`config.mk`:
```
export PLATFORM = sky130hd
export DESIGN_NAME = sorted_list_insert_delete_core_flat
export DESIGN_NICKNAME = d
export VERILOG_FILES = /design/src/rtl/core/sli_pkg.sv /design/src/rtl/core/sli_if.sv /design/src/rtl/core/sli_cell.sv /design/src/rtl/core/sorted_list_insert_delete_core.sv /design/src/flat_wrapper.sv
export VERILOG_INCLUDE_DIRS = /design/src /design/src/rtl/core
export SDC_FILE = /design/constraint.sdc
export NUM_CORES = 2
export LEC_CHECK = 0
export BUFFER_PORTS_ARGS = -buffer_cell sky130_fd_sc_hd__buf_2
export CAP_MARGIN = 10
export CORE_MARGIN = 2
export CORE_UTILIZATION = 40
export DETAILED_ROUTE_END_ITERATION = 16
export PLACE_DENSITY_LB_ADDON = 0.3
export SKIP_CTS_REPAIR_TIMING = 1
export SYNTH_ARGS = -nofsm -noshare
export SYNTH_HDL_FRONTEND = slang
export SYNTH_SLANG_ARGS = --single-unit
```
`constraint.sdc`:
```
create_clock -name clock -period 6.05 [get_ports clock]
set_clock_uncertainty 0.2 [all_clocks]
set_input_delay 0.9075 -clock clock [delete_from_list [all_inputs] [get_ports clock]]
set_output_delay 0.9075 -clock clock [all_outputs]
set_load 0.05 [all_outputs]
```
`src/rtl/core/assert_macros.svh`:
```
// Assertion macros shared by the sorted list RTL.
// No dependencies; included by files that carry concurrent assertions.
`ifndef ASSERT_MACROS_SVH
`define ASSERT_MACROS_SVH

// Check that a condition holds whenever the trigger holds, same cycle.
`define ASSERT_SAME(name, clk, rst, trig, cond, msg) \
   name: assert property (@(posedge clk) disable iff (rst) (trig) |-> (cond)) \
      else $error(msg);

// Check that a condition holds in the cycle after the trigger.
`define ASSERT_NEXT(name, clk, rst, trig, cond, msg) \
   name: assert property (@(posedge clk) disable iff (rst) (trig) |=> (cond)) \
      else $error(msg);

`endif

```
`src/rtl/core/sli_pkg.sv`:
```
// Package for the sorted list core: field widths, operation and status codes,
// and the link struct passed between neighbouring cells. No dependencies.
package sli_pkg;

   localparam int OP_W     = 2;
   localparam int VALUE_W  = 32;
   localparam int POS_W    = 4;
   localparam int STATUS_W = 2;
   localparam int COUNT_W  = 5;

   typedef enum logic [OP_W-1:0] {
      OP_INSERT = 2'd0,
      OP_DELETE = 2'd1,
      OP_READ   = 2'd2
   } op_type;

   typedef enum logic [STATUS_W-1:0] {
      ST_DONE      = 2'd0,
      ST_NOT_FOUND = 2'd1,
      ST_FULL      = 2'd2
   } status_type;

   // What one cell shows its neighbours
   typedef struct packed {
      logic signed [VALUE_W-1:0] entry;    // stored value
      logic                      occupied; // cell holds a live entry
      logic                      less;     // live entry below the operand
      logic                      hit;      // a match seen at or left of this cell
   } cell_link_type;

   // Command broadcast to every cell
   typedef struct packed {
      logic                      do_insert;
      logic                      do_delete;
      logic signed [VALUE_W-1:0] value;
   } cell_cmd_type;

   // Boundary links at the two ends of the chain
   localparam cell_link_type HEAD_LINK = '{entry: '0, occupied: 1'b1, less: 1'b1, hit: 1'b0};
   localparam cell_link_type TAIL_LINK = '{entry: '0, occupied: 1'b0, less: 1'b0, hit: 1'b0};

endpackage

```
`src/rtl/core/sli_if.sv`:
```
// Request and response channel interfaces for the sorted list core.
// Depends on sli_pkg for field widths.
interface sli_req_if;
   import sli_pkg::*;
   logic                      valid;
   logic                      ready;
   logic [OP_W-1:0]           op;
   logic signed [VALUE_W-1:0] value;
   logic [POS_W-1:0]          position;

   modport source (output valid, output op, output value, output position, input ready);
   modport sink   (input valid, input op, input value, input position, output ready);
endinterface

interface sli_rsp_if;
   import sli_pkg::*;
   logic                      valid;
   logic                      ready;
   logic [STATUS_W-1:0]       status;
   logic [COUNT_W-1:0]        entry_count;
   logic signed [VALUE_W-1:0] read_value;

   modport source (output valid, output status, output entry_count, output read_value,
                   input ready);
   modport sink   (input valid, input status, input entry_count, input read_value,
                   output ready);
endinterface

```
`src/rtl/core/sli_cell.sv`:
```
// One cell of the sorted chain: holds one entry and its occupied flag.
// Depends on sli_pkg for the link and command structs.
module sli_cell (
   input  logic                   clock,
   input  logic                   reset,
   input  sli_pkg::cell_cmd_type  cmd,
   input  sli_pkg::cell_link_type left_link,
   input  sli_pkg::cell_link_type right_link,
   output sli_pkg::cell_link_type own_link
);
   import sli_pkg::*;

   logic signed [VALUE_W-1:0] entry_ff, entry_in;
   logic                      occupied_ff, occupied_in;
   logic                      less, match;

   // Compare the live entry against the operand
   assign less  = occupied_ff && (entry_ff < cmd.value);
   assign match = occupied_ff && (entry_ff == cmd.value);

   assign own_link.entry    = entry_ff;
   assign own_link.occupied = occupied_ff;
   assign own_link.less     = less;
   assign own_link.hit      = left_link.hit | match;

   // Shift right on insert, left on delete, otherwise hold
   always_comb begin
      entry_in    = entry_ff;
      occupied_in = occupied_ff;
      if (cmd.do_insert && !less) begin
         occupied_in = left_link.occupied;
         entry_in    = left_link.less ? cmd.value : left_link.entry;
      end else if (cmd.do_delete && own_link.hit) begin
         occupied_in = right_link.occupied;
         entry_in    = right_link.entry;
      end
   end

   always_ff @(posedge clock) begin
      entry_ff <= entry_in;
      if (reset) begin
         occupied_ff <= 1'b0;
      end else begin
         occupied_ff <= occupied_in;
      end
   end

endmodule

```
`src/rtl/core/sorted_list_insert_delete_core.sv`:
```
// Top level of the sorted list core: a chain of sli_cell entries plus the
// occupancy counter and response register. Depends on sli_pkg, sli_if, sli_cell, assert_macros.svh.
//
//   channel   role   handshake     payload
//   req_chan  in     valid/ready   op, value, position
//   rsp_chan  out    valid/ready   status, entry_count, read_value
//
// One operation a cycle unless req_chan stalls: every cell compares and shifts in the
// cycle of acceptance, and the response lands in the output register on the next edge.
// Delete carries its match flag through the cells, so that ripple sets the path.
// Synchronous reset empties the list; no clearing pass.
// req_chan stalls only while a response waits and rsp_chan.ready is low.
module sorted_list_insert_delete_core #(
   parameter int DEPTH = 16
) (
   input logic       clock,
   input logic       reset,
   sli_req_if.sink   req_chan,
   sli_rsp_if.source rsp_chan
);
   import sli_pkg::*;

   `include "assert_macros.svh"

   localparam int CntW  = $clog2(DEPTH + 1);
   localparam int CmpW  = (CntW > POS_W) ? CntW : POS_W;
   localparam int WideW = (CntW > COUNT_W) ? CntW : COUNT_W;
   localparam int ReadN = (DEPTH < (1 << POS_W)) ? DEPTH : (1 << POS_W);

   cell_link_type link       [DEPTH];
   cell_link_type left_links [DEPTH];
   cell_link_type right_links[DEPTH];
   cell_cmd_type  cmd;

   logic [CntW-1:0]           count_ff, count_in;
   logic                      rsp_valid_ff, rsp_valid_in;
   status_type                status_ff, status_in;
   logic [COUNT_W-1:0]        entry_count_ff, entry_count_in;
   logic signed [VALUE_W-1:0] read_value_ff, read_value_in;
   logic signed [VALUE_W-1:0] read_sel;
   logic [WideW-1:0]          count_wide;
   logic                      accept, full, found;

   // Build the chain
   for (genvar i = 0; i < DEPTH; i++) begin : g_cell
      if (i == 0) begin : g_head
         assign left_links[i] = HEAD_LINK;
      end else begin : g_mid_l
         assign left_links[i] = link[i-1];
      end
      if (i == DEPTH - 1) begin : g_tail
         assign right_links[i] = TAIL_LINK;
      end else begin : g_mid_r
         assign right_links[i] = link[i+1];
      end
      sli_cell u_cell (
         .clock      (clock),
         .reset      (reset),
         .cmd        (cmd),
         .left_link  (left_links[i]),
         .right_link (right_links[i]),
         .own_link   (link[i])
      );
   end

   assign req_chan.ready = !rsp_valid_ff || rsp_chan.ready;
   assign accept         = req_chan.valid && req_chan.ready;
   assign full           = (count_ff == CntW'(DEPTH));
   assign found          = link[DEPTH-1].hit;

   // Select the entry at the requested position
   always_comb begin
      read_sel = '0;
      for (int k = 0; k < ReadN; k++) begin
         if (req_chan.position == POS_W'(k)) begin
            read_sel = link[k].entry;
         end
      end
   end

   // Decode the operation and work out the response
   always_comb begin
      cmd.do_insert = 1'b0;
      cmd.do_delete = 1'b0;
      cmd.value     = req_chan.value;
      count_in      = count_ff;
      status_in     = ST_NOT_FOUND;
      read_value_in = '0;
      case (req_chan.op)
         OP_INSERT: begin
            if (full) begin
               status_in = ST_FULL;
            end else begin
               status_in     = ST_DONE;
               cmd.do_insert = accept;
               count_in      = count_ff + CntW'(1);
            end
         end
         OP_DELETE: begin
            if (found) begin
               status_in     = ST_DONE;
               cmd.do_delete = accept;
               count_in      = count_ff - CntW'(1);
            end
         end
         OP_READ: begin
            if (CmpW'(req_chan.position) < CmpW'(count_ff)) begin
               status_in     = ST_DONE;
               read_value_in = read_sel;
            end
         end
         default: begin
            status_in = ST_NOT_FOUND;
         end
      endcase
      count_wide     = WideW'(count_in);
      entry_count_in = count_wide[COUNT_W-1:0];
   end

   // Hold the response until taken
   assign rsp_valid_in = accept ? 1'b1 : (rsp_valid_ff && !rsp_chan.ready);

   always_ff @(posedge clock) begin
      if (reset) begin
         count_ff     <= '0;
         rsp_valid_ff <= 1'b0;
      end else begin
         rsp_valid_ff <= rsp_valid_in;
         if (accept) begin
            count_ff <= count_in;
         end
      end
   end

   always_ff @(posedge clock) begin
      if (accept) begin
         status_ff      <= status_in;
         entry_count_ff <= entry_count_in;
         read_value_ff  <= read_value_in;
      end
   end

   assign rsp_chan.valid       = rsp_valid_ff;
   assign rsp_chan.status      = status_ff;
   assign rsp_chan.entry_count = entry_count_ff;
   assign rsp_chan.read_value  = read_value_ff;

   // Counter and cell occupancy agree at the head and the tail
   `ASSERT_SAME(a_head_occ, clock, reset, 1'b1, ((count_ff != '0) == link[0].occupied), "head occupancy disagrees with count")
   `ASSERT_SAME(a_tail_occ, clock, reset, 1'b1, (full == link[DEPTH-1].occupied), "tail occupancy disagrees with full")
   // A successful insert grows the list by one
   `ASSERT_NEXT(a_ins_grow, clock, reset, (cmd.do_insert), (count_ff == $past(count_ff) + CntW'(1)), "insert did not grow the count")
   // Only a successful read returns a non-zero value
   `ASSERT_SAME(a_rv_zero, clock, reset, (rsp_valid_ff && status_ff != ST_DONE), (read_value_ff == '0), "read value set on failed transaction")

endmodule
```
`src/flat_wrapper.sv`:
```
// flat-port wrapper written by rule: the top's interface ports become plain ports
module sorted_list_insert_delete_core_flat import sli_pkg::*;
#(
   parameter int DEPTH = 16
)
  (clock, reset, req_chan_valid, req_chan_op, req_chan_value, req_chan_position, req_chan_ready, rsp_chan_valid, rsp_chan_status, rsp_chan_entry_count, rsp_chan_read_value, rsp_chan_ready);
  sli_req_if req_chan_i ();
  sli_rsp_if rsp_chan_i ();
  input logic clock;
  input logic reset;
  input wire logic [$bits(req_chan_i.valid)-1:0] req_chan_valid;
  input wire logic [$bits(req_chan_i.op)-1:0] req_chan_op;
  input wire logic [$bits(req_chan_i.value)-1:0] req_chan_value;
  input wire logic [$bits(req_chan_i.position)-1:0] req_chan_position;
  output wire logic [$bits(req_chan_i.ready)-1:0] req_chan_ready;
  output wire logic [$bits(rsp_chan_i.valid)-1:0] rsp_chan_valid;
  output wire logic [$bits(rsp_chan_i.status)-1:0] rsp_chan_status;
  output wire logic [$bits(rsp_chan_i.entry_count)-1:0] rsp_chan_entry_count;
  output wire logic [$bits(rsp_chan_i.read_value)-1:0] rsp_chan_read_value;
  input wire logic [$bits(rsp_chan_i.ready)-1:0] rsp_chan_ready;
  assign req_chan_i.valid = req_chan_valid;
  assign req_chan_i.op = req_chan_op;
  assign req_chan_i.value = req_chan_value;
  assign req_chan_i.position = req_chan_position;
  assign req_chan_ready = req_chan_i.ready;
  assign rsp_chan_valid = rsp_chan_i.valid;
  assign rsp_chan_status = rsp_chan_i.status;
  assign rsp_chan_entry_count = rsp_chan_i.entry_count;
  assign rsp_chan_read_value = rsp_chan_i.read_value;
  assign rsp_chan_i.ready = rsp_chan_ready;
  sorted_list_insert_delete_core #(.DEPTH(DEPTH)) u_core (.clock(clock), .reset(reset), .req_chan(req_chan_i), .rsp_chan(rsp_chan_i));
endmodule
```
==> qor.csv <==
stage,metric,value,unit
synth,synth_cell_types,86,
global_routing,grt_usage,30.0,%
synth,synth-simple-area-share,11.8,%
sta,finalSetupViolCount,0,
place,placed_area,48100,um^2
die,die_y,339,um
setup_path,cp.arrival,4.87,ns
layout,fillers,10600,
place,port_buffers,82,
layout,nets,5217,
synth,synth_xor_area_share,0.0391,%
layout,drive_gt1_share,14.0,%
synth,synth_edf_count,551,
job,drv_cap,0,
synth,ys_seq_area_share,37.9,%
cts,cts_max_level,3,
setup_path,r2r_cells,11,
die,ios,83,
setup_path,critPathKind,input pin to flop,
sta,max_freq,0.208,GHz
synth,ys_top_cells_by_area,"edfxtp_1, ha_1, mux2i_1, a21oi_1, mux2_2",
sta,period_needed,4.81,ns
synth,synth_top_family_by_area,compound AO/OA/AOI/OAI gates,
synth,syn_area_per_cell,9.80,um^2
synth,ys.warnings.count,0,
setup_path,crit_path_end_kind,flop,
cts,clk_path_buf_depth,3,
power_and_ir_drop,total_power,11.0,mW
layout,final_area,50400,um^2
synth,netlist_area,44800,um^2
cts,insertion_delay,0.64,ns
min_path,hold_path.class,input pin to flop,
layout,area_growth,12.3,%
synth,syn_inst,4577,
synth,synth_top_area_share,36.9,%
layout,final_cells,6201,
die,core.rowCount,122,
global_routing,grt_max_degree,67,
detailed_routing,dr.pass1.iters,7,
place,pre_cts_ws,0.704,ns
setup_path,cp_max_fo,32,
synth,synth_fa_ha_area_share,14.4,%
setup_path,reg2reg_from,u_core.g_cell[0].u_cell.entry_ff[5]$_DFFE_PP_,
global_routing,overflow,0,
sta,finalMaxSlewViolations,0,
place,dp_hpwl,133000,um
cts,cts.root.buffer_cell,clkbuf_16,
synth,synth_compound_gate_area_share,18.5,%
place,placed_cells,6072,
global_routing,grt_pass1_wl,259000,um
layout,diodes,0,
detailed_routing,first_iter_violations,5053,
setup_path,crit_end,u_core.g_cell[9].u_cell.entry_ff[10]$_DFFE_PP_,
setup_path,r2r_end,u_core.g_cell[1].u_cell.entry_ff[4]$_DFFE_PP_,
sta,rsz0062_at_grt,no,
synth,synthFlopType,edfxtp_1,
sta,slew_headroom,17.3,%
cts,cts_buffers,72,
cts,cts_tree,done,
status,status,"complete, no violations",
synth,synth-seq-cells,573,
power_and_ir_drop,ir_worst_vdd,0.181,mV
power_and_ir_drop,leakage,20.2,nW
sta,min_period_over_period,79.6,%
sta,setup_tns,0,ns
detailed_routing,wirelength,179000,um
detailed_routing,ant_nets,0,
detailed_routing,vias_per_cell,6.51,
min_path,holdPathStages,3,
synth,synth_nets,5136,
setup_path,path_cells,"buf_2, inv_1, buf_4, ha_1, nand4_1, nor4_1, o21ai_0, a21oi_1, nor2_1, mux2i_4, and2_1, or2_2",
synth,async_flop_share,0,%
sta,worst_pin_slew,1.22,ns
global_routing,antenna_found_initial,7,
global_routing,grt_pass1_vias,38300,
synth,synth_top_cell_by_area,edfxtp_1,
sta,setup_ws,1.24,ns
setup_path,cpPeakStageDelay,0.85,ns
layout,final_util,45.4,%
synth,synthMuxAreaShare,13.8,%
detailed_routing,vias,40400,
power_and_ir_drop,powerDensity,219,nW/um^2
detailed_routing,wl_per_cell,28.8,um
cts,clk_pin_slew,0.06,ns
die,die_area,115000,um^2
setup_path,startpoint,req_chan_value[31],
die,die_w,339,um
cts,cts_num_sinks,573,
place,globalplace.congestion,0.979,
sta,hold_violations,0,
setup_path,regToRegSetupSlack,1.60,ns
setup_path,crit_required,6.10,ns
setup_path,cp_slowest_cell,nor4_1,
die,start_util,40.4,%
die,core,111000,um^2
sta,finalHoldWorstSlack,0.318,ns
setup_path,startpoint_type,input pin,
detailed_routing,drc,0,
==> kinds of logic (layout without fill, tap and decap cells) <==
group | Yosys count | after routing
fa+ha+maj | 517 | 517
flops | 573 | 573
mux | 583 | 583
xor+xnor | 2 | 2
buf+inv | 393 | 529
simple gates | 1134 | 1134
compound gates | 1375 | 1375
==> layout by cell type (no fill, tap or decap), types with 33 or more instances in the layout <==
| cell type | n |
|---|---|
| edfxtp_1 | 551 |
| nor2_1 | 423 |
| buf_4 | 202 |
| inv_1 | 99 |
| o221ai_1 | 52 |
| a21oi_1 | 487 |
| o21ai_0 | 375 |
| mux2i_1 | 395 |
| a22oi_1 | 57 |
| o22ai_1 | 41 |
| nand3_1 | 112 |
| nand2_1 | 236 |
| buf_2 | 80 |
| clkbuf_16 | 75 |
| a21o_1 | 41 |
| nand4_1 | 123 |
| ha_1 | 517 |
| a31oi_1 | 80 |
| nor4_1 | 33 |
| mux2_2 | 175 |
| nor2b_1 | 35 |
| nor3_1 | 55 |
==> cells in the mapped netlist, drive strengths merged (15+ instances only) <==
cell type,number
a2111oi,16
a211oi,30
a21o,41
a21oi,487
a222oi,19
a22oi,57
a31oi,84
and3,15
buf,83
clkbuf,209
dfxtp,22
edfxtp,551
ha,517
inv,99
mux2,175
mux2i,398
nand2,238
nand2b,28
nand3,117
nand4,123
nor2,426
nor2b,35
nor3,63
nor4,34
o211ai,26
o21a,17
o21ai,382
o221ai,52
o22ai,42
o2bb2ai,16
==> per-layer routing <==
layer	global-route usage (%)	vias to the layer above	part of all wire, %
li1	-	17900	-
met1	39.6	19700	41
met2	46.3	2309	44
met3	6.24	453	9.7
met4	15.2	8	5.4
met5	0	-	0.030
==> sequential cells by signal, summed over array words and instances (netlist names) <==
| register | flops |
|---|---|
| u_core.g_cell.u_cell.entry_ff | 512 |
| u_core.rsp_chan.entry_count | 5 |
| u_core.g_cell.u_cell.occupied_ff | 16 |
| u_core.rsp_chan.status | 2 |
| u_core.count_ff | 5 |
| u_core.rsp_chan.read_value | 32 |
| u_core.rsp_chan.valid | 1 |
==> power breakdown <==
| group | leakage [nW] | switching, mW | total (mW) | internal, mW |
|---|---|---|---|---|
| Combinational | 13.8 | 1.27 | 1.95 | 0.677 |
| Sequential | 5.27 | 0.159 | 4.67 | 4.51 |
| Clock | 1.13 | 1.85 | 4.40 | 2.55 |
==> final cells by class <==
cell class              count  area [um^2]  share of cell area, %
repair buffers            299         2260                   4.48
well taps                1488         1860                   3.70
clock buffers              83         1910                   3.79
inverters                 101          379                  0.753
multi-input cells        3611        26600                   52.8
clock inverters            46          397                  0.788
flip-flops and latches    573        17000                   33.7
==> how the worst min path moves through the flow <==
stage                                                              endpoint                                              start  slack, ns
after floorplan           u_core.g_cell[15].u_cell.occupied_ff$_SDFFE_PP0P_  u_core.g_cell[15].u_cell.occupied_ff$_SDFFE_PP0P_       0.27
after global placement                     u_core.rsp_chan.valid$_SDFF_PP0_                   u_core.rsp_chan.valid$_SDFF_PP0_       0.30
after detailed placement                   u_core.rsp_chan.valid$_SDFF_PP0_                   u_core.rsp_chan.valid$_SDFF_PP0_       0.32
after CTS                                  u_core.rsp_chan.valid$_SDFF_PP0_                                     req_chan_valid       0.29
after global routing                       u_core.rsp_chan.valid$_SDFF_PP0_                                     req_chan_valid       0.32
final                                      u_core.rsp_chan.valid$_SDFF_PP0_                                     req_chan_valid       0.32
==> worst max-delay path: cells and delay by family <==
kind | cells | cell delay, ns
buffers and inverters | 3 | 0.72
adders and majority gates | 1 | 0.30
and+or+nand+nor | 5 | 2.21
AOI/OAI and AO/OA | 2 | 0.52
muxes | 1 | 0.19
(Power assumes the default switching activity.)
